$ cat config.mk
export PLATFORM = sky130hd
export DESIGN_NAME = bbp_back
export DESIGN_NICKNAME = d
export VERILOG_FILES = /design/src/hdl/bimodal_branch_predictor_unit_macros.svh /design/src/hdl/bbp_pkg.sv /design/src/hdl/bbp_back.sv
export SDC_FILE = /design/constraint.sdc
export NUM_CORES = 1
export LEC_CHECK = 0
export CORE_MARGIN = 2
export CORE_UTILIZATION = 50
export CTS_BUF_LIST = sky130_fd_sc_hd__clkbuf_8
export DETAILED_ROUTE_END_ITERATION = 10
export DONT_BUFFER_PORTS = 1
export PLACE_DENSITY_LB_ADDON = 0.15
export RECOVER_POWER = 100
export SYNTH_ARGS = -nofsm -noshare
export SYNTH_HDL_FRONTEND = slang
export SYNTH_SLANG_ARGS = --single-unit
export TNS_END_PERCENT = 10
$ cat constraint.sdc
create_clock -name clk_i -period 1.9 [get_ports clk_i]
set_input_delay 0.38 -clock clk_i [delete_from_list [all_inputs] [get_ports clk_i]]
set_output_delay 0.38 -clock clk_i [all_outputs]
set_load 0.005 [all_outputs]
$ cat src/hdl/bimodal_branch_predictor_unit_macros.svh
// assertion macros for the bimodal branch predictor
`ifndef BIMODAL_BRANCH_PREDICTOR_UNIT_MACROS_SVH
`define BIMODAL_BRANCH_PREDICTOR_UNIT_MACROS_SVH

// same-cycle implication, sampled on clk_i, off during reset
`define BBP_ASSERT_IMPL(label, ante, cons) \
  label: assert property (@(posedge clk_i) disable iff (!rst_ni) (ante) |-> (cons)) \
    else $error("bbp assertion failed");

// next-cycle implication, sampled on clk_i, off during reset
`define BBP_ASSERT_NEXT(label, ante, cons) \
  label: assert property (@(posedge clk_i) disable iff (!rst_ni) (ante) |=> (cons)) \
    else $error("bbp assertion failed");

`endif

$ cat src/hdl/bbp_pkg.sv
// shared types and constants of the bimodal branch predictor
package bbp_pkg;

  localparam int TABLE_ENTRIES = 1024;
  localparam int IDX_W         = $clog2(TABLE_ENTRIES);
  localparam int MAX_CTR_BITS  = 8;
  localparam int CTR_W         = MAX_CTR_BITS;
  localparam int NSEL_W        = $clog2(MAX_CTR_BITS + 1);
  localparam int CFG_W         = 4;
  localparam int PC_W          = 32;
  localparam int TOTAL_W       = 40;

  localparam int QDEPTH  = 4;
  localparam int QPTR_W  = $clog2(QDEPTH);
  localparam int QCNT_W  = $clog2(QDEPTH + 1);

  localparam int PADDR_W   = 3;
  localparam int PDATA_W   = 32;
  localparam int REG_IDX_W = PADDR_W - 2;

  localparam logic [REG_IDX_W-1:0] REG_CTR_BITS = REG_IDX_W'(0);
  localparam logic [CFG_W-1:0]     CTR_BITS_RST = CFG_W'(2);

  // outcome of one item as it leaves the table stage
  typedef struct packed {
    logic pred;
    logic miss;
  } bbp_res_t;

  // front status seen by the top level
  typedef struct packed {
    logic clearing;
    logic inflight;
  } front_stat_t;

endpackage

$ cat src/hdl/bbp_back.sv
// totals stage: running correct and miss totals and the result register
module bbp_back (
  input  logic                        clk_i,
  input  logic                        rst_ni,
  input  logic                        q_empty_i,
  input  bbp_pkg::bbp_res_t           q_data_i,
  output logic                        q_pop_o,
  input  logic                        pop_i,
  output logic                        empty_o,
  output logic                        predicted_taken_o,
  output logic                        mispredicted_o,
  output logic [bbp_pkg::TOTAL_W-1:0] correct_total_o,
  output logic [bbp_pkg::TOTAL_W-1:0] miss_total_o
);
  import bbp_pkg::*;

  logic               out_vld_q;
  logic               pred_q, miss_q;
  logic [TOTAL_W-1:0] corr_q, corr_d, mtot_q, mtot_d;

  assign q_pop_o = !q_empty_i && (!out_vld_q || pop_i);

  // saturating bump of the total that this item counts toward
  always_comb begin
    corr_d = corr_q;
    mtot_d = mtot_q;
    if (q_data_i.miss) begin
      if (mtot_q != {TOTAL_W{1'b1}}) begin
        mtot_d = mtot_q + TOTAL_W'(1);
      end
    end else if (corr_q != {TOTAL_W{1'b1}}) begin
      corr_d = corr_q + TOTAL_W'(1);
    end
  end

  always_ff @(posedge clk_i) begin
    if (q_pop_o) begin
      pred_q <= q_data_i.pred;
      miss_q <= q_data_i.miss;
    end
  end

  always_ff @(posedge clk_i or negedge rst_ni) begin
    if (!rst_ni) begin
      out_vld_q <= 1'b0;
      corr_q    <= '0;
      mtot_q    <= '0;
    end else begin
      if (q_pop_o) begin
        out_vld_q <= 1'b1;
        corr_q    <= corr_d;
        mtot_q    <= mtot_d;
      end else if (pop_i) begin
        out_vld_q <= 1'b0;
      end
    end
  end

  assign empty_o           = !out_vld_q;
  assign predicted_taken_o = pred_q;
  assign mispredicted_o    = miss_q;
  assign correct_total_o   = corr_q;
  assign miss_total_o      = mtot_q;

endmodule

* After elaboration in Yosys (flattened, before gate mapping) *
Cells that the tools add are included.
W data, S select, Z words.

operators by class
  add/subtract/negate cells = 2
  equal/unequal tests = 2
  multiplexer cells = 2
  bitwise logic cells = 1
  reductions and logical operators = 7

operator list
  kind                     number
  $add A40 B1 Y40 const B  2
  $ne A40 B40 Y1 const B   2
  $reduce_and A3 Y1        2
  $logic_not A1 Y1         2
  $mux W1                  2
  $reduce_bool A2 Y1       1
  $logic_and A1 B1 Y1      1
  $logic_or A1 B1 Y1       1
  $not A1 Y1               1

word-level totals
  flip-flop bits (word level) = 83
  output and inout bits = 84

* Longest topological paths before layout *
  word-level depth = 4
  depth in mapped cells = 7
  depth with buffers taken out = 6

* Worst setup path after synthesis *
No wires, ideal clock.

  path type = register to register
  start point = reg mtot_q[0] (netlist: miss_total_o[0])
  end point = reg mtot_q[1] (netlist: miss_total_o[1])
  arrival time = 1877 ps
  required time = 1775 ps
  setup slack = -102 ps
  stages on the path, launching flop included = 7
  period minus slack after synthesis = 2002 ps
  cells stage by stage = dfrtp_1 ha_1 nand2_1 nor4_2 nor4b_4 nor2_2 mux2_4

on the way
  cells in the longest elaborated chain, start to end = 2
  elaborated cells on any way between the ends = 3

ends and longest elaborated chain
  element                                                  RTL line        text
  start: declaration                                       bbp_back.sv:19  logic [TOTAL_W-1:0] corr_q, corr_d, mtot_q, mtot_d;
  start signal: assignment                                 bbp_back.sv:52  mtot_q <= mtot_d;
  branches (longest 2 deep; another with $add A40 B1 Y40)  --

Several ways; the timed one is not identified.
A chain may end at the register's enable or synchronous reset.

* Worst setup path after layout *
  start point = reg mtot_q[6] (netlist: miss_total_o[6])
  end point = reg mtot_q[39] (netlist: miss_total_o[39])

Same word-level chain as after synthesis.

==> results.rst <==
.. list-table::
   :header-rows: 1

   * - Metric
     - Value
   * - Root buffer cell
     - clkbuf_8
   * - Run status
     - finished with violations
   * - Worst Clk Skew
     - 0.0105 ns
   * - Failing checks
     - negative hold slack
   * - Area of the die
     - 9070 µm²
   * - Startpoint of the worst-slack reg-to-reg timing path
     - miss_total_o[6]$_DFFE_PN0P_
   * - Worst setup SP type
     - register
   * - Global-route wire length before repair
     - 16.1 mm
   * - HPWL Detailed
     - 7.35 mm
   * - Io pins
     - 90
   * - Total number of placement rows
     - 33
   * - Leading cell type in the layout, fill and taps excluded
     - dfrtp_1
   * - Number of nets in the synthesized netlist
     - 389
   * - Kind of path behind the tightest hold check
     - input pin to asynchronous set/reset pin
   * - Post-synth design cell area
     - 4160 µm²
   * - Commonest register cell after synthesis
     - dfrtp_1
   * - Area taken by multi-input logic gates
     - 2140 µm²
   * - Leading cell types in the layout, fill and taps excluded
     - dfrtp_1, clkbuf_1, xor2_1, buf_4, xnor2_1
   * - Global-route congestion overflow total
     - 0
   * - Number of H-tree levels
     - 3
   * - Number of flip-flops and latches in the synthesized netlist
     - 83
   * - Final antenna diode count
     - 0
   * - Final routed wirelength across all metal layers
     - 9.97 mm
   * - Maximum fanout along the worst path
     - 4
   * - RSZ-0062 raised after global routing
     - yes
   * - Count of vias placed by the detailed router
     - 3405
   * - Number of enable flip-flop cells after synthesis
     - 2
   * - Worst Tran Pin Value
     - 0.535 ns
   * - Net count of the finished layout
     - 496
   * - Overall global routing resource usage
     - 0.227
   * - Final number of setup-violating endpoints
     - 0
   * - Total power per unit cell area
     - 733 nW/µm²
   * - Setup TNS after final layout
     - 0 ns
   * - Avg Inst Size Synth
     - 10.9 µm²
   * - Number of clock buffers inserted by TritonCTS
     - 9
   * - Min Clock Period, post-route
     - 1.86 ns
   * - Placer's final routability congestion estimate
     - 0.817
   * - Layout cells sized above 1
     - 0.193
   * - Startpoint of the most critical setup path
     - miss_total_o[6]$_DFFE_PN0P_
   * - Ys async rst share
     - 0.976
   * - Vertical die dimension
     - 95.2 µm
   * - First-iteration detailed-routing DRC count
     - 131
   * - Fin Hold WS
     - -0.284 ns
   * - Number of global-route vias before repair
     - 3409
   * - Worst max-slew margin expressed relative to the limit
     - 0.641
   * - Num Clock Sinks
     - 83
   * - Number of remaining DRC errors
     - 0
   * - Starting density of the core
     - 0.512
   * - Total power
     - 3.77 mW
   * - Filler Cell Count
     - 680
   * - Category of the most critical setup path
     - register to register
   * - Wire length per cell after detailed routing
     - 16.7 µm
   * - Sequential-to-total area share from yosys stat
     - 0.501
   * - Clock slew at reported path FFs
     - 0.09 ns
   * - First-pass detailed-route iteration total
     - 4
   * - Static leakage power
     - 2.42 nW
   * - Number of warnings reported in the yosys synthesis log
     - 0
   * - Buffers on Ports
     - 0
   * - Post-synthesis cell type count
     - 43
   * - Clock Path Buffers
     - 2
   * - Clk Latency, worst-skew pair
     - 0.35 ns
   * - Layout-stage area growth over the synthesis result
     - 23.4%
   * - Worst voltage drop across the vdd grid
     - 0.000421 V
   * - Largest net degree at the start of global routing
     - 82
   * - Detail-routed via count per cell
     - 5.71
   * - Count of final max-slew check failures
     - 0
   * - Core region area
     - 8130 µm²
   * - Cells after synthesis
     - 381
   * - Synth top area cells
     - dfrtp_1, xor2_1, xnor2_1
   * - Number of maximum-capacitance violations
     - 0
   * - Most area-hungry cell type in the Yosys netlist
     - dfrtp_1
   * - Signal arrival time at the worst endpoint
     - 2.13 ns
   * - FF/Latch Area
     - 2090 µm²
   * - Horizontal die dimension
     - 95.2 µm
   * - Highest clock rate
     - 537 MHz
   * - Antenna violations before repair
     - 0
   * - Routed Antenna Nets
     - 0
   * - Final worst path period share
     - 0.981
   * - TritonCTS clock tree
     - built
   * - CP endpoint kind
     - register
   * - Required time of the critical path
     - 2.17 ns
   * - Area fraction of the dominant cell type after synthesis
     - 0.487
   * - Final Hold Vio Count
     - 81
power breakdown:
part | switching [mW] | internal [mW]
combinational | 0.214 | 0.195
clock | 0.609 | 0.756
sequential | 0.109 | 1.88
total | 0.932 | 2.83
final cells by class:
| cell class | instances | share of cell area |
|---|---|---|
| clock inverter | 4 | 0.0134 |
| sequential | 83 | 0.406 |
| inverter | 7 | 0.00512 |
| timing repair buffer | 99 | 0.105 |
| multi-input combinational | 288 | 0.418 |
| tap | 105 | 0.0256 |
| clock buffer | 10 | 0.0268 |
path summary, 6_finish.rpt:
kind | slack [ns] | endpoint | cells past startpoint
max | 0.04 | miss_total_o[39]$_DFFE_PN0P_ | 5
min reg2reg | 0.52 | miss_total_o[34]$_DFFE_PN0P_ | 1
max in group asynchronous | 2.04 | correct_total_o[20]$_DFFE_PN0P_ | 0
min | -0.28 | miss_total_o[30]$_DFFE_PN0P_ | 0
max reg2reg | 0.04 | miss_total_o[39]$_DFFE_PN0P_ | 5
min in group clk_i | 0.10 | out_vld_q$_DFFE_PN0P_ | 1
cell families (layout without fill, tap and decap cells):
family,count (synthesis),in the layout,share of synthesized area
muxes,3,3,0.00902
xor gates and xnor gates,76,76,0.160
adders and majority gates,2,2,0.00601
DFF,83,83,0.501
and+or+nand+nor,198,198,0.296
AOI/OAI and AO/OA,9,9,0.0183
buffers and inverters,10,120,0.00932
registers in the layout, indices dropped and copies added (netlist names):
signal and cells:
correct_total_o 40, mispredicted_o 1, miss_total_o 40, out_vld_q 1
predicted_taken_o 1
layer usage:
layer	part of all wire	track usage	wire, µm	up-vias
met2	0.50	0.386	4980	91
met1	0.43	0.277	4250	1698
li1	-	-	-	1605
met5	0	0	0	-
met3	0.061	0.0640	608	11
met4	0.013	0.0809	126	0
per-stage QoR:
stage                      util  instance area [µm²]  worst slack, ns  instances
after CTS                 0.641                 5210           0.0106        592
after global routing      0.631                 5140          -0.0786        596
after floorplan               -                 4170          -0.0108        381
after global placement    0.615                 5000           0.0552        578
final                     0.631                 5140           0.0367        596
after detailed placement  0.615                 5000          -0.0362        578
cell usage after synthesis (2+ instances only):
master	number
nand4_2	4
nor4_1	8
nor4_4	2
and2_1	5
clkbuf_1	2
nor2_1	21
xor2_1	45
ha_1	2
nand4_1	30
nor4_2	2
a211oi_1	3
and3_1	11
nor2_2	2
nor4b_1	5
nand2_1	27
nand3_1	30
xnor2_1	31
mux2_2	2
nor3b_1	5
nor3_1	17
edfxtp_1	2
and4_1	14
nand2b_1	3
dfrtp_1	81
inv_1	7
nand3_2	3
repair_timing:
item / in CTS / in global routing
endpoints found under the setup margin: 4 / 38
pin swaps: 1 / 6
endpoints found under the hold margin: 81 / 81
resized for setup: 0 / 18
setup buffers: 0 / 4
critical path, stage by stage, from the launching register on:
cell and delay, ns:
dfrtp_1 0.41, nand3_4 0.13, nor4_4 0.39, nand4_2 0.22, nor4b_1 0.46, xor2_1 0.17
Note: power is estimated with default switching activity, not from simulation.
