<file path="config.mk">
export PLATFORM = sky130hd
export DESIGN_NAME = bbp_queue
export DESIGN_NICKNAME = d
export VERILOG_FILES = /design/src/hdl/bimodal_branch_predictor_unit_macros.svh /design/src/hdl/bbp_pkg.sv /design/src/hdl/bbp_queue.sv
export SDC_FILE = /design/constraint.sdc
export NUM_CORES = 1
export LEC_CHECK = 0
export ABC_AREA = 1
export BUFFER_PORTS_ARGS = -buffer_cell sky130_fd_sc_hd__buf_4
export CORE_MARGIN = 3
export CORE_UTILIZATION = 53
export DETAILED_ROUTE_END_ITERATION = 10
export HOLD_SLACK_MARGIN = 0.12
export PLACE_DENSITY = 0.79
export SLEW_MARGIN = 20
export SYNTH_ARGS = -nofsm -noshare
export SYNTH_HDL_FRONTEND = slang
export SYNTH_SLANG_ARGS = --single-unit
</file>
<file path="constraint.sdc">
create_clock -name clk_i -period 1.7 [get_ports clk_i]
set_input_delay 0.17 -clock clk_i [delete_from_list [all_inputs] [get_ports clk_i]]
set_output_delay 0.17 -clock clk_i [all_outputs]
set_load 0.05 [all_outputs]
</file>
<file path="src/hdl/bimodal_branch_predictor_unit_macros.svh">
// assertion macros for the bimodal branch predictor
`ifndef BIMODAL_BRANCH_PREDICTOR_UNIT_MACROS_SVH
`define BIMODAL_BRANCH_PREDICTOR_UNIT_MACROS_SVH

// same-cycle implication, sampled on clk_i, off during reset
`define BBP_ASSERT_IMPL(label, ante, cons) \
  label: assert property (@(posedge clk_i) disable iff (!rst_ni) (ante) |-> (cons)) \
    else $error("bbp assertion failed");

// next-cycle implication, sampled on clk_i, off during reset
`define BBP_ASSERT_NEXT(label, ante, cons) \
  label: assert property (@(posedge clk_i) disable iff (!rst_ni) (ante) |=> (cons)) \
    else $error("bbp assertion failed");

`endif

</file>
<file path="src/hdl/bbp_pkg.sv">
// shared types and constants of the bimodal branch predictor
package bbp_pkg;

  localparam int TABLE_ENTRIES = 1024;
  localparam int IDX_W         = $clog2(TABLE_ENTRIES);
  localparam int MAX_CTR_BITS  = 8;
  localparam int CTR_W         = MAX_CTR_BITS;
  localparam int NSEL_W        = $clog2(MAX_CTR_BITS + 1);
  localparam int CFG_W         = 4;
  localparam int PC_W          = 32;
  localparam int TOTAL_W       = 40;

  localparam int QDEPTH  = 4;
  localparam int QPTR_W  = $clog2(QDEPTH);
  localparam int QCNT_W  = $clog2(QDEPTH + 1);

  localparam int PADDR_W   = 3;
  localparam int PDATA_W   = 32;
  localparam int REG_IDX_W = PADDR_W - 2;

  localparam logic [REG_IDX_W-1:0] REG_CTR_BITS = REG_IDX_W'(0);
  localparam logic [CFG_W-1:0]     CTR_BITS_RST = CFG_W'(2);

  // outcome of one item as it leaves the table stage
  typedef struct packed {
    logic pred;
    logic miss;
  } bbp_res_t;

  // front status seen by the top level
  typedef struct packed {
    logic clearing;
    logic inflight;
  } front_stat_t;

endpackage

</file>
<file path="src/hdl/bbp_queue.sv">
// short fifo of item outcomes between the table stage and the totals stage
module bbp_queue (
  input  logic                       clk_i,
  input  logic                       rst_ni,
  input  logic                       push_i,
  input  bbp_pkg::bbp_res_t          data_i,
  input  logic                       pop_i,
  output bbp_pkg::bbp_res_t          data_o,
  output logic                       empty_o,
  output logic [bbp_pkg::QCNT_W-1:0] cnt_o
);
  import bbp_pkg::*;

  bbp_res_t          slot_q [QDEPTH];
  logic [QPTR_W-1:0] wr_q, rd_q;
  logic [QCNT_W-1:0] cnt_q, cnt_d;

  always_comb begin
    cnt_d = cnt_q;
    case ({push_i, pop_i})
      2'b10:   cnt_d = cnt_q + QCNT_W'(1);
      2'b01:   cnt_d = cnt_q - QCNT_W'(1);
      default: cnt_d = cnt_q;
    endcase
  end

  always_ff @(posedge clk_i) begin
    if (push_i) begin
      slot_q[wr_q] <= data_i;
    end
  end

  always_ff @(posedge clk_i or negedge rst_ni) begin
    if (!rst_ni) begin
      wr_q  <= '0;
      rd_q  <= '0;
      cnt_q <= '0;
    end else begin
      if (push_i) begin
        wr_q <= (int'(wr_q) == QDEPTH - 1) ? '0 : wr_q + QPTR_W'(1);
      end
      if (pop_i) begin
        rd_q <= (int'(rd_q) == QDEPTH - 1) ? '0 : rd_q + QPTR_W'(1);
      end
      cnt_q <= cnt_d;
    end
  end

  assign data_o  = slot_q[rd_q];
  assign empty_o = (cnt_q == '0);
  assign cnt_o   = cnt_q;

endmodule

</file>
# [Yosys cells after proc, flatten, opt, wreduce, memory -nomap -nowiden]
# Memory sizes are Yosys's and may differ from the RTL's.
# Index checks and enable logic that the tools add are counted.
[totals] reg_bits=7 latch_bits=0 ram_bits=8 mem_bits_ro=0 out_inout_bits=6 elab_cells=19 memories=1
[mem_list] name="slot_q" words=4 width=2 rd=1 rd_ports_with_merged_regs=0 write_ports=1 line_no="bbp_queue.sv:14" source="bbp_res_t slot_q [QDEPTH];"
[classes] addsub=4 mul=0 n_div=0 magnitude_cmp=0 eq_ne=4 shifts=0 muxes=5 bitwise_logic=0 n_reduce_logical=2
[op_table] operator="$eq A2 B1 Y1 const B" count=3
[op_table] operator="$pmux W3 S2" count=1
[op_table] operator="$add A2 B1 Y2 const B" count=2
[op_table] operator="$mux W2" count=2
[op_table] operator="$add A3 B1 Y3 const B" count=1
[op_table] operator="$logic_not A3 Y1" count=1
[op_table] operator="$sub A3 B1 Y3 const B" count=1
[op_table] operator="$eq A2 B2 Y1 const B" count=1
[op_table] operator="$mux W1" count=2
[op_table] operator="$reduce_bool A2 Y1" count=1

# [Longest topological paths before layout]
# Gate-level depths: netlist of run 1.
[logic_depth] depth_word=2 depth_mapped=10 depth_no_buf=9

# [Worst setup path after synthesis of run 1]
# No wires, ideal clock.
[synth_timing] path_kind="flip-flop to output port" start="register cnt_q[0] (netlist: cnt_o[0])" end="output empty_o" arrival_time_ns=1.737 t_required_ns=1.530 setup_slack_ns=-0.207 stages_incl_launch_ff=2 path_buffers=0 cell_sequence="dfrtp_1 nor3_1"
[synth_between] elab_chain_len=1
[synth_lines] item="start, declared" line_no="bbp_queue.sv:16" source="logic [QCNT_W-1:0] cnt_q, cnt_d;"
[synth_lines] item="start signal, assigned" line_no="bbp_queue.sv:45" source="cnt_q <= cnt_d;"
[synth_lines] item="$logic_not A3 Y1" line_no="bbp_queue.sv:50" source="assign empty_o = (cnt_q == '0);"
[synth_lines] item="end, declared" line_no="bbp_queue.sv:9" source="output logic empty_o,"
# Every way passes these cells.

# [Worst setup path after layout of run 1]
[layout_timing] start="input pop_i" end="register cnt_q[2] (netlist: cnt_o[2])"
[layout_between] elab_chain_len=2
[layout_lines] item="start, declared" line_no="bbp_queue.sv:7" source="input logic pop_i,"
[layout_lines] item="$eq A2 B1 Y1 / $eq A2 B2 Y1 (equally long branches)" line_no="bbp_queue.sv:20" source="case ({push_i, pop_i})"
[layout_lines] item="$pmux W3 S2 / $reduce_bool A2 Y1 (equally long branches)"
# Several ways; a longest one is shown, not always the timed one.
# A chain may end at the register's enable or synchronous reset.

==> reports/results.ini, run 1 <==
[cts]
htree_levels=1
clkTransAtPathRegs_ps=80
root_buffer=clkbuf_4
cts_tree=built
cts-resized-gates=0
clock_sinks=15
numCtsBuffers=3
clock_latency_ps=280
clockBufferDepth=2

[pwr]
p_per_area_mw_per_mm2=1720
ir_drop_uv=1230
power.internal_mw=0.845
clkPwrFrac=0.126
p_switching_mw=0.733
pwr-share-seq=0.376
p_sw_frac=0.464
pwr-share-comb=0.498
leakagePower_nw=0.475

[placed_design]
place_inst=100
place_congestion=0.725
dpl_cell_area_um2=850
io_buffer_count=11
post-dp-hpwl_um=922

[cells_and_area]
final_cells=108
fin_area_um2=916
seq_area_um2=415
drive_gt1_frac=0.181
final_common_cell=nand2_1
nFillCells=96
final_cell_mix=20 x nand2_1, 18 x inv_1, 11 x buf_4, 8 x edfxtp_1, 7 x dfrtp_1
syn_to_final_growth_pct=22.2
nets=108
diodes=0
multiInputGateArea_um2=263

[grt]
grt-ovfl-total=0
grt_use_total=0.151
antenna_found_initial=0
grt_pass1_vias=506
grt_max_degree=10
grt_pass1_wl_um=2080

[sta]
fin_skew_ps=4.95
rsz0062_at_grt=no
fmax_ghz=0.661
fin_setup_tns_ps=0
slew_headroom=0.885
finalSetupViolations=0
finalHoldViolations=0
slew_violations=0
tightest_slew_ps=170
fin_crit_ps=1510
fin_crit_sh=0.890
hold-worst-slack_ps=162

[setup_path]
rr_endpoint=cnt_o[2]$_DFFE_PN0P_
crit_type=input port to flop
start_kind=input port
critPathArrivalTime_ps=1680
ff2ff_setup_slack_ps=390
reg2regPathDepth=6
critical_path.slowest_cell=dlygate4sd3_1
path_cells=dlygate4sd3_1, buf_4, ha_1, inv_1, fa_1, nand2_1, nand3_1, nand2_1, nand2_1
worst_path_largest_cell_delay_ps=520
cp_max_fo=5
rr_startpoint=cnt_o[0]$_DFFE_PN0P_
required_ps=1870
critPathCaptureType=flop
cpMostUsedCell=nand2_1

[floorplan]
die_w_um=43.6
die_y_um=43.6
num_rows=12
coreArea_mm2=0.00122
fp.dieArea_mm2=0.00190
initial_core_util=0.616
io_pins=12

[yosys]
ys_types=16
synth_area_um2=749
yosysSeqAreaShare=0.554
avgSynthCellArea_um2=9.86
ys_ff_latch=15
synth_warnings=0
synthCells=76
synth_nets=89

[worst_hold_path]
min_to=wr_q[1]$_DFFE_PN0P_
holdPathStages=2
hp-start=push_i
hold_path_class=input port to flop

[detailed_routing]
drc_errors=0
antenna_left=0
wl_per_cell_um=11.1
route.vias.total=522
wl_um=1200
drtIter0Drc=6
drtPass1Iterations=3
viasPerCell=4.83

[run_status]
status=finished, final reports clean

[flow_run]
drv_cap=0

==> repair_timing <==
item / CTS / global route
hold buffers: 4 / 0
setup buffers: 0 / 0
endpoints found under the setup margin: 0 / 0
endpoints found under the hold margin: 16 / 0
==> power by group through the flow <==
stage / Combinational, mW / Sequential, mW / Clock, mW
finish: 0.785 / 0.593 / 0.199
global route: 0.887 / 0.606 / 0.215
CTS: 0.797 / 0.594 / 0.200
detailed placement: 0.791 / 0.599 / 0
global placement: 0.764 / 0.593 / 0
floorplan: 0.463 / 0.707 / 0
==> sequential cells by signal, summed over array words and instances (netlist names) <==
register / count
rd_q: 2
wr_q: 2
cnt_o: 3
slot_q: 8
==> cells in the mapped netlist <==
master,instances,share of area
inv_2,1,0.0050
nand3_1,1,0.0067
o21ai_2,1,0.012
ha_1,6,0.10
fa_1,1,0.027
xnor2_1,1,0.012
o21ai_0,4,0.027
nand4_1,1,0.0084
inv_1,18,0.090
o211ai_1,4,0.040
nor3_1,1,0.0067
nand2_1,20,0.10
edfxtp_1,8,0.32
nor2_1,1,0.0050
dfrtp_1,7,0.23
clkbuf_2,1,0.0067
==> stage by stage <==
stage	util	worst slack (ps)	power [mW]
after floorplan	-	93.6	1.17
after global placement	0.699	352	1.36
after detailed placement	0.699	320	1.39
after CTS	0.753	179	1.59
after global routing	0.753	89.1	1.71
final	0.753	187	1.58
==> metal layers <==
layer,global-route usage,share of wire,up-vias
li1,-,-,272
met1,0.172,0.41,240
met2,0.270,0.55,10
met3,0.0373,0.039,0
met4,0.0542,0,0
met5,0,0,-
==> layout make-up <==
cell class / count / share of cell area
inverter: 19 / 0.0779
timing repair buffer: 15 / 0.134
multi-input combinational: 41 / 0.287
clock buffer: 4 / 0.0287
tap: 14 / 0.0191
sequential: 15 / 0.454
==> how the worst max path moves through the flow <==
| stage | startpoint | to | cells after the start |
|---|---|---|---|
| after floorplan | cnt_o[0]$_DFFE_PN0P_ | cnt_o[2]$_DFFE_PN0P_ | 6 |
| after global placement | push_i | cnt_o[2]$_DFFE_PN0P_ | 9 |
| after detailed placement | push_i | cnt_o[2]$_DFFE_PN0P_ | 9 |
| after CTS | pop_i | cnt_o[2]$_DFFE_PN0P_ | 9 |
| after global routing | pop_i | cnt_o[2]$_DFFE_PN0P_ | 9 |
| final | pop_i | cnt_o[2]$_DFFE_PN0P_ | 9 |
==> critical path: cells and delay by family <==
kind | cells | cell delay (ps)
buffers and inverters | 3 | 720
adders and majority gates | 2 | 530
and+or+nand+nor | 4 | 260
==> cell families after synthesis <==
logic type | Yosys count | synth area share
simple gates | 24 | 0.127
compound gates | 9 | 0.0785
fa+ha+maj | 7 | 0.127
xor+xnor | 1 | 0.0117
buf+inv | 20 | 0.102
flops | 15 | 0.554
(Power assumes the default switching activity.)
==> run 2: changes to the inputs <==
--- a/config.mk
+++ b/config.mk
@@ -7,11 +7,12 @@
 export LEC_CHECK = 0
 export ABC_AREA = 1
 export BUFFER_PORTS_ARGS = -buffer_cell sky130_fd_sc_hd__buf_4
+export CORE_ASPECT_RATIO = 0.75
 export CORE_MARGIN = 3
-export CORE_UTILIZATION = 53
+export CORE_UTILIZATION = 40
 export DETAILED_ROUTE_END_ITERATION = 10
 export HOLD_SLACK_MARGIN = 0.12
-export PLACE_DENSITY = 0.79
+export PLACE_DENSITY = 0.64
 export SLEW_MARGIN = 20
 export SYNTH_ARGS = -nofsm -noshare
 export SYNTH_HDL_FRONTEND = slang
==> reports/results.ini, run 2 (synthesized netlist as in run 1, its figures left out) <==
[floorplan]
coreArea_mm2=0.00162  ; was 0.00122 mm2
initial_core_util=0.462  ; was 0.616
fp.dieArea_mm2=0.00243  ; was 0.00190 mm2
io_pins=12  ; unchanged
die_y_um=43.5  ; was 43.6 um
num_rows=12  ; unchanged
die_w_um=56.0  ; was 43.6 um

[setup_path]
start_kind=input port  ; unchanged
critPathCaptureType=flop  ; unchanged
cp_max_fo=5  ; unchanged
crit_type=input port to flop  ; unchanged
required_ps=1870  ; about the same
critPathArrivalTime_ps=1720  ; was 1680 ps
ff2ff_setup_slack_ps=360  ; was 390 ps
reg2regPathDepth=6  ; unchanged

[flow_run]
drv_cap=0  ; unchanged

[cts]
clkTransAtPathRegs_ps=80  ; about the same
cts_tree=built  ; unchanged
clock_sinks=15  ; unchanged
numCtsBuffers=3  ; unchanged
htree_levels=1  ; unchanged
cts-resized-gates=0  ; unchanged
clockBufferDepth=2  ; unchanged
clock_latency_ps=280  ; about the same
root_buffer=clkbuf_4  ; unchanged

[cells_and_area]
multiInputGateArea_um2=263  ; unchanged
final_core_util=0.571  ; was 0.753
nets=108  ; unchanged
drive_gt1_frac=0.191  ; was 0.181
largest-register=slot_q  ; unchanged
syn_to_final_growth_pct=23.5  ; was 22.2%
nFillCells=150  ; was 96
diodes=0  ; unchanged
largest_register_ff_count=8  ; unchanged
final_common_cell=nand2_1  ; unchanged
final_cell_mix=20 x nand2_1, 18 x inv_1, 11 x buf_4, 8 x edfxtp_1, 7 x dfrtp_1  ; unchanged
fin_area_um2=926  ; was 916 um2
seq_area_um2=415  ; unchanged

[sta]
fin_setup_tns_ps=0  ; unchanged
slew_violations=0  ; unchanged
rsz0062_at_grt=no  ; unchanged
tightest_slew_ps=159  ; was 170 ps
finalHoldViolations=0  ; unchanged
fin_skew_ps=4.06  ; was 4.95 ps
slew_headroom=0.893  ; was 0.885
fin_crit_sh=0.908  ; was 0.890
finalSetupViolations=0  ; unchanged
fin_crit_ps=1540  ; was 1510 ps
fmax_ghz=0.648  ; was 0.661 GHz

[pwr]
power.total_mw=1.57  ; was 1.58 mW
p_per_area_mw_per_mm2=1690  ; was 1720 mW/mm2
leakagePower_nw=0.478  ; was 0.475 nW
ir_drop_uv=1150  ; was 1230 uV

[grt]
top_usage_layer=met1  ; was met2
grt_use_total=0.100  ; was 0.151
grtUsageMet1=0.147  ; was 0.172
grt_pass1_wl_um=1810  ; was 2080 um
grt_pass1_vias=418  ; was 506
use_met3=0.0446  ; was 0.0373
grt-ovfl-total=0  ; unchanged
antenna_found_initial=0  ; unchanged
grtUsageMet2=0.133  ; was 0.270
grt_max_degree=10  ; unchanged

[detailed_routing]
wl_um=1120  ; was 1200 um
drtIter0Drc=8  ; was 6
route.vias.total=492  ; was 522
drtPass1Iterations=3  ; unchanged
drc_errors=0  ; unchanged
antenna_left=0  ; unchanged
viasPerCell=4.28  ; was 4.83
wl_per_cell_um=9.74  ; was 11.1 um

[placed_design]
post-dp-hpwl_um=861  ; was 922 um
place_congestion=0.681  ; was 0.725
dpl_cell_area_um2=858  ; was 850 um2
io_buffer_count=11  ; unchanged

[worst_hold_path]
hold_path_class=input port to flop  ; unchanged
holdPathStages=2  ; unchanged

[run_status]
status=finished, final reports clean  ; unchanged

==> run 2: changes by cell type in the layout (fill, tap and decap cells not counted), sizes merged <==
cell    delta
clkbuf     -1
clkinv     +1
==> run 2: layout make-up <==
| type | instances | area share |
|---|---|---|
| clock buffers | 3 | 0.0243 |
| repair buffers | 15 | 0.132 |
| well taps | 21 | 0.0284 |
| clock inverters | 1 | 0.00541 |
| inverters | 19 | 0.0770 |
| flip-flops and latches | 15 | 0.449 |
| multi-input cells | 41 | 0.284 |
==> run 2: metal layers <==
layer | share of wire | wire, um
met4 | 0.0080 | 9
met3 | 0.058 | 65
met1 | 0.54 | 610
met2 | 0.39 | 435
met5 | 0 | 0
==> run 2: critical path: stages <==
cell and delay [ps]:
dlygate4sd3_1 520, buf_4 130, ha_1 160, inv_1 70, fa_1 370, nand2_1 110, nand3_1 80, nand2_1 60
nand2_1 50
==> run 2: per-stage QoR <==
stage	hold WS (ps)	std cells	setup WS, ps
floorplan	-126	76	93.6
global placement	-12.6	107	338
detailed placement	-12.8	107	304
CTS	158	115	174
global route	170	115	82.1
finish	154	115	157
==> run 2: timing repair <==
| action | CTS | global route |
|---|---|---|
| hold endpoints to repair | 16 | 0 |
| buffers inserted | 0 | 0 |
| hold buffers | 4 | 0 |
==> run 2: final timing paths <==
kind                                       from                   end
setup / recovery                          pop_i  cnt_o[2]$_DFFE_PN0P_
setup reg to reg           cnt_o[0]$_DFFE_PN0P_  cnt_o[2]$_DFFE_PN0P_
min in group asynchronous                rst_ni   rd_q[1]$_DFFE_PN0P_
hold / removal                           push_i   wr_q[1]$_DFFE_PN0P_
hold reg to reg            cnt_o[0]$_DFFE_PN0P_  cnt_o[0]$_DFFE_PN0P_
max in group asynchronous                rst_ni  cnt_o[2]$_DFFE_PN0P_
==> run 2: where the power goes <==
part / switching (mW) / internal, mW / total [mW]
combinational: 0.526 / 0.257 / 0.783
clock: 0.109 / 0.0873 / 0.196
sequential: 0.0932 / 0.497 / 0.590
==> run 3: changes to the inputs <==
--- a/config.mk
+++ b/config.mk
@@ -13,6 +13,7 @@
 export DETAILED_ROUTE_END_ITERATION = 10
 export HOLD_SLACK_MARGIN = 0.12
 export PLACE_DENSITY = 0.64
+export RECOVER_POWER = 100
 export SLEW_MARGIN = 20
 export SYNTH_ARGS = -nofsm -noshare
 export SYNTH_HDL_FRONTEND = slang
==> reports/results.ini, run 3 (synthesized netlist as in run 1, its figures left out) <==
[run_status]
status=finished, final reports clean  ; unchanged

[grt]
grt_max_degree=10  ; unchanged
grt_pass1_wl_um=1810  ; unchanged
grtUsageMet1=0.147  ; unchanged
grt-ovfl-total=0  ; unchanged
use_met3=0.0446  ; unchanged
antenna_found_initial=0  ; unchanged
grt_use_total=0.100  ; unchanged
top_usage_layer=met1  ; unchanged
grt_pass1_vias=418  ; unchanged
grtUsageMet2=0.133  ; unchanged

[cells_and_area]
diodes=0  ; unchanged
nets=108  ; unchanged
final_cell_mix=20 x nand2_1, 19 x inv_1, 8 x edfxtp_1, 7 x dfrtp_1  ; was 20 x nand2_1, 18 x inv_1, 11 x buf_4, 8 x edfxtp_1, 7 x dfrtp_1
drive_gt1_frac=0.106  ; was 0.191
syn_to_final_growth_pct=19.7  ; was 23.5%
largest_register_ff_count=8  ; unchanged
final_core_util=0.553  ; was 0.571
final_common_cell=nand2_1  ; unchanged
largest-register=slot_q  ; unchanged
nFillCells=156  ; was 150

[detailed_routing]
wl_um=1130  ; was 1120 um
antenna_left=0  ; unchanged
drtIter0Drc=10  ; was 8
viasPerCell=4.35  ; was 4.28
wl_per_cell_um=9.84  ; was 9.74 um
drtPass1Iterations=4  ; was 3
drc_errors=0  ; unchanged
route.vias.total=500  ; was 492

[cts]
htree_levels=1  ; unchanged
postCtsSetupBuffers=0  ; unchanged
clock_sinks=15  ; unchanged
clock_latency_ps=280  ; about the same
clockBufferDepth=2  ; unchanged
clkTransAtPathRegs_ps=80  ; about the same
cts_tree=built  ; unchanged
root_buffer=clkbuf_4  ; unchanged
numCtsBuffers=3  ; unchanged

[floorplan]
io_pins=12  ; unchanged
die_w_um=56.0  ; unchanged
coreArea_mm2=0.00162  ; unchanged
fp.dieArea_mm2=0.00243  ; unchanged
num_rows=12  ; unchanged
die_y_um=43.5  ; unchanged
initial_core_util=0.462  ; unchanged

[sta]
finalSetupViolations=0  ; unchanged
fin_skew_ps=3.60  ; was 4.06 ps
slew_violations=0  ; unchanged
fmax_ghz=0.648  ; about the same
fin_crit_sh=0.908  ; about the same
hold-worst-slack_ps=156  ; was 154 ps
fin_setup_tns_ps=0  ; unchanged
tightest_slew_ps=597  ; was 159 ps
slew_headroom=0.604  ; was 0.893
fin_crit_ps=1540  ; about the same
finalHoldViolations=0  ; unchanged
rsz0062_at_grt=no  ; unchanged

[pwr]
p_per_area_mw_per_mm2=1690  ; about the same
leakagePower_nw=0.454  ; was 0.478 nW
ir_drop_uv=1140  ; was 1150 uV

[placed_design]
io_buffer_count=11  ; unchanged
post-dp-hpwl_um=861  ; unchanged
place_congestion=0.681  ; unchanged

[setup_path]
start_kind=input port  ; unchanged
cp_max_fo=5  ; unchanged
crit_type=input port to flop  ; unchanged
critPathCaptureType=flop  ; unchanged
required_ps=1870  ; about the same
rr_startpoint=cnt_o[0]$_DFFE_PN0P_  ; unchanged
startpoint=pop_i  ; unchanged
critPathArrivalTime_ps=1720  ; about the same

[worst_hold_path]
hp-start=push_i  ; unchanged
hold_path_class=input port to flop  ; unchanged

[flow_run]
drv_cap=0  ; unchanged

==> run 3: per-stage QoR <==
| stage | instances | cell area, um2 | worst slack, ps | total power [mW] |
|---|---|---|---|---|
| 3_3_place_gp | 107 | 858 | 338 | 1.37 |
| 3_5_place_dp | 107 | 858 | 304 | 1.38 |
| 2_1_floorplan | 76 | 754 | 93.6 | 1.17 |
| 5_1_grt | 115 | 897 | 64.4 | 1.65 |
| 4_1_cts | 115 | 926 | 174 | 1.59 |
| 6_report | 115 | 897 | 156 | 1.52 |
==> run 3: per-layer routing <==
metal / wire [um] / share of wire
met1: 614 / 0.54
met5: 0 / 0
met3: 64 / 0.057
met4: 9 / 0.0080
met2: 444 / 0.39
==> run 3: area by class of cell <==
| class | count | area [um2] | share of cell area |
|---|---|---|---|
| sequential | 15 | 415 | 0.463 |
| timing repair buffer | 15 | 97.6 | 0.109 |
| inverter | 19 | 71.3 | 0.0795 |
| tap | 21 | 26.3 | 0.0293 |
| multi-input combinational | 41 | 259 | 0.289 |
| clock inverter | 1 | 5.00 | 0.00558 |
| clock buffer | 3 | 22.5 | 0.0251 |
==> run 3: what timing repair did <==
| action | 4_1_cts | 5_1_grt |
|---|---|---|
| hold buffers | 4 | 0 |
| endpoints found under the hold margin | 16 | 0 |
| resized for setup | 0 | 0 |
==> run 3: critical path, stage by stage <==
cell,delay [ps]
dlygate4sd3_1,520
buf_4,130
ha_1,160
inv_1,70
fa_1,380
nand2_1,110
nand3_1,80
nand2_1,60
nand2_1,50
==> run 3: power by group <==
group          total, mW  internal (mW)  leakage (nW)  switching [mW]
sequential         0.588          0.497         0.158          0.0912
combinational      0.732          0.210         0.278           0.522
clock              0.196         0.0873        0.0177           0.109
total               1.52          0.794         0.454           0.722
==> run 3: worst paths after layout <==
| kind | slack, ps | cells after the start | endpoint |
|---|---|---|---|
| setup / recovery | 160 | 9 | cnt_o[2]$_DFFE_PN0P_ |
| min in group asynchronous | 300 | 2 | cnt_o[1]$_DFFE_PN0P_ |
| hold reg to reg | 550 | 1 | cnt_o[0]$_DFFE_PN0P_ |
| setup reg to reg | 360 | 6 | cnt_o[2]$_DFFE_PN0P_ |
| hold / removal | 160 | 2 | wr_q[1]$_DFFE_PN0P_ |
| max in group asynchronous | 1120 | 2 | cnt_o[2]$_DFFE_PN0P_ |
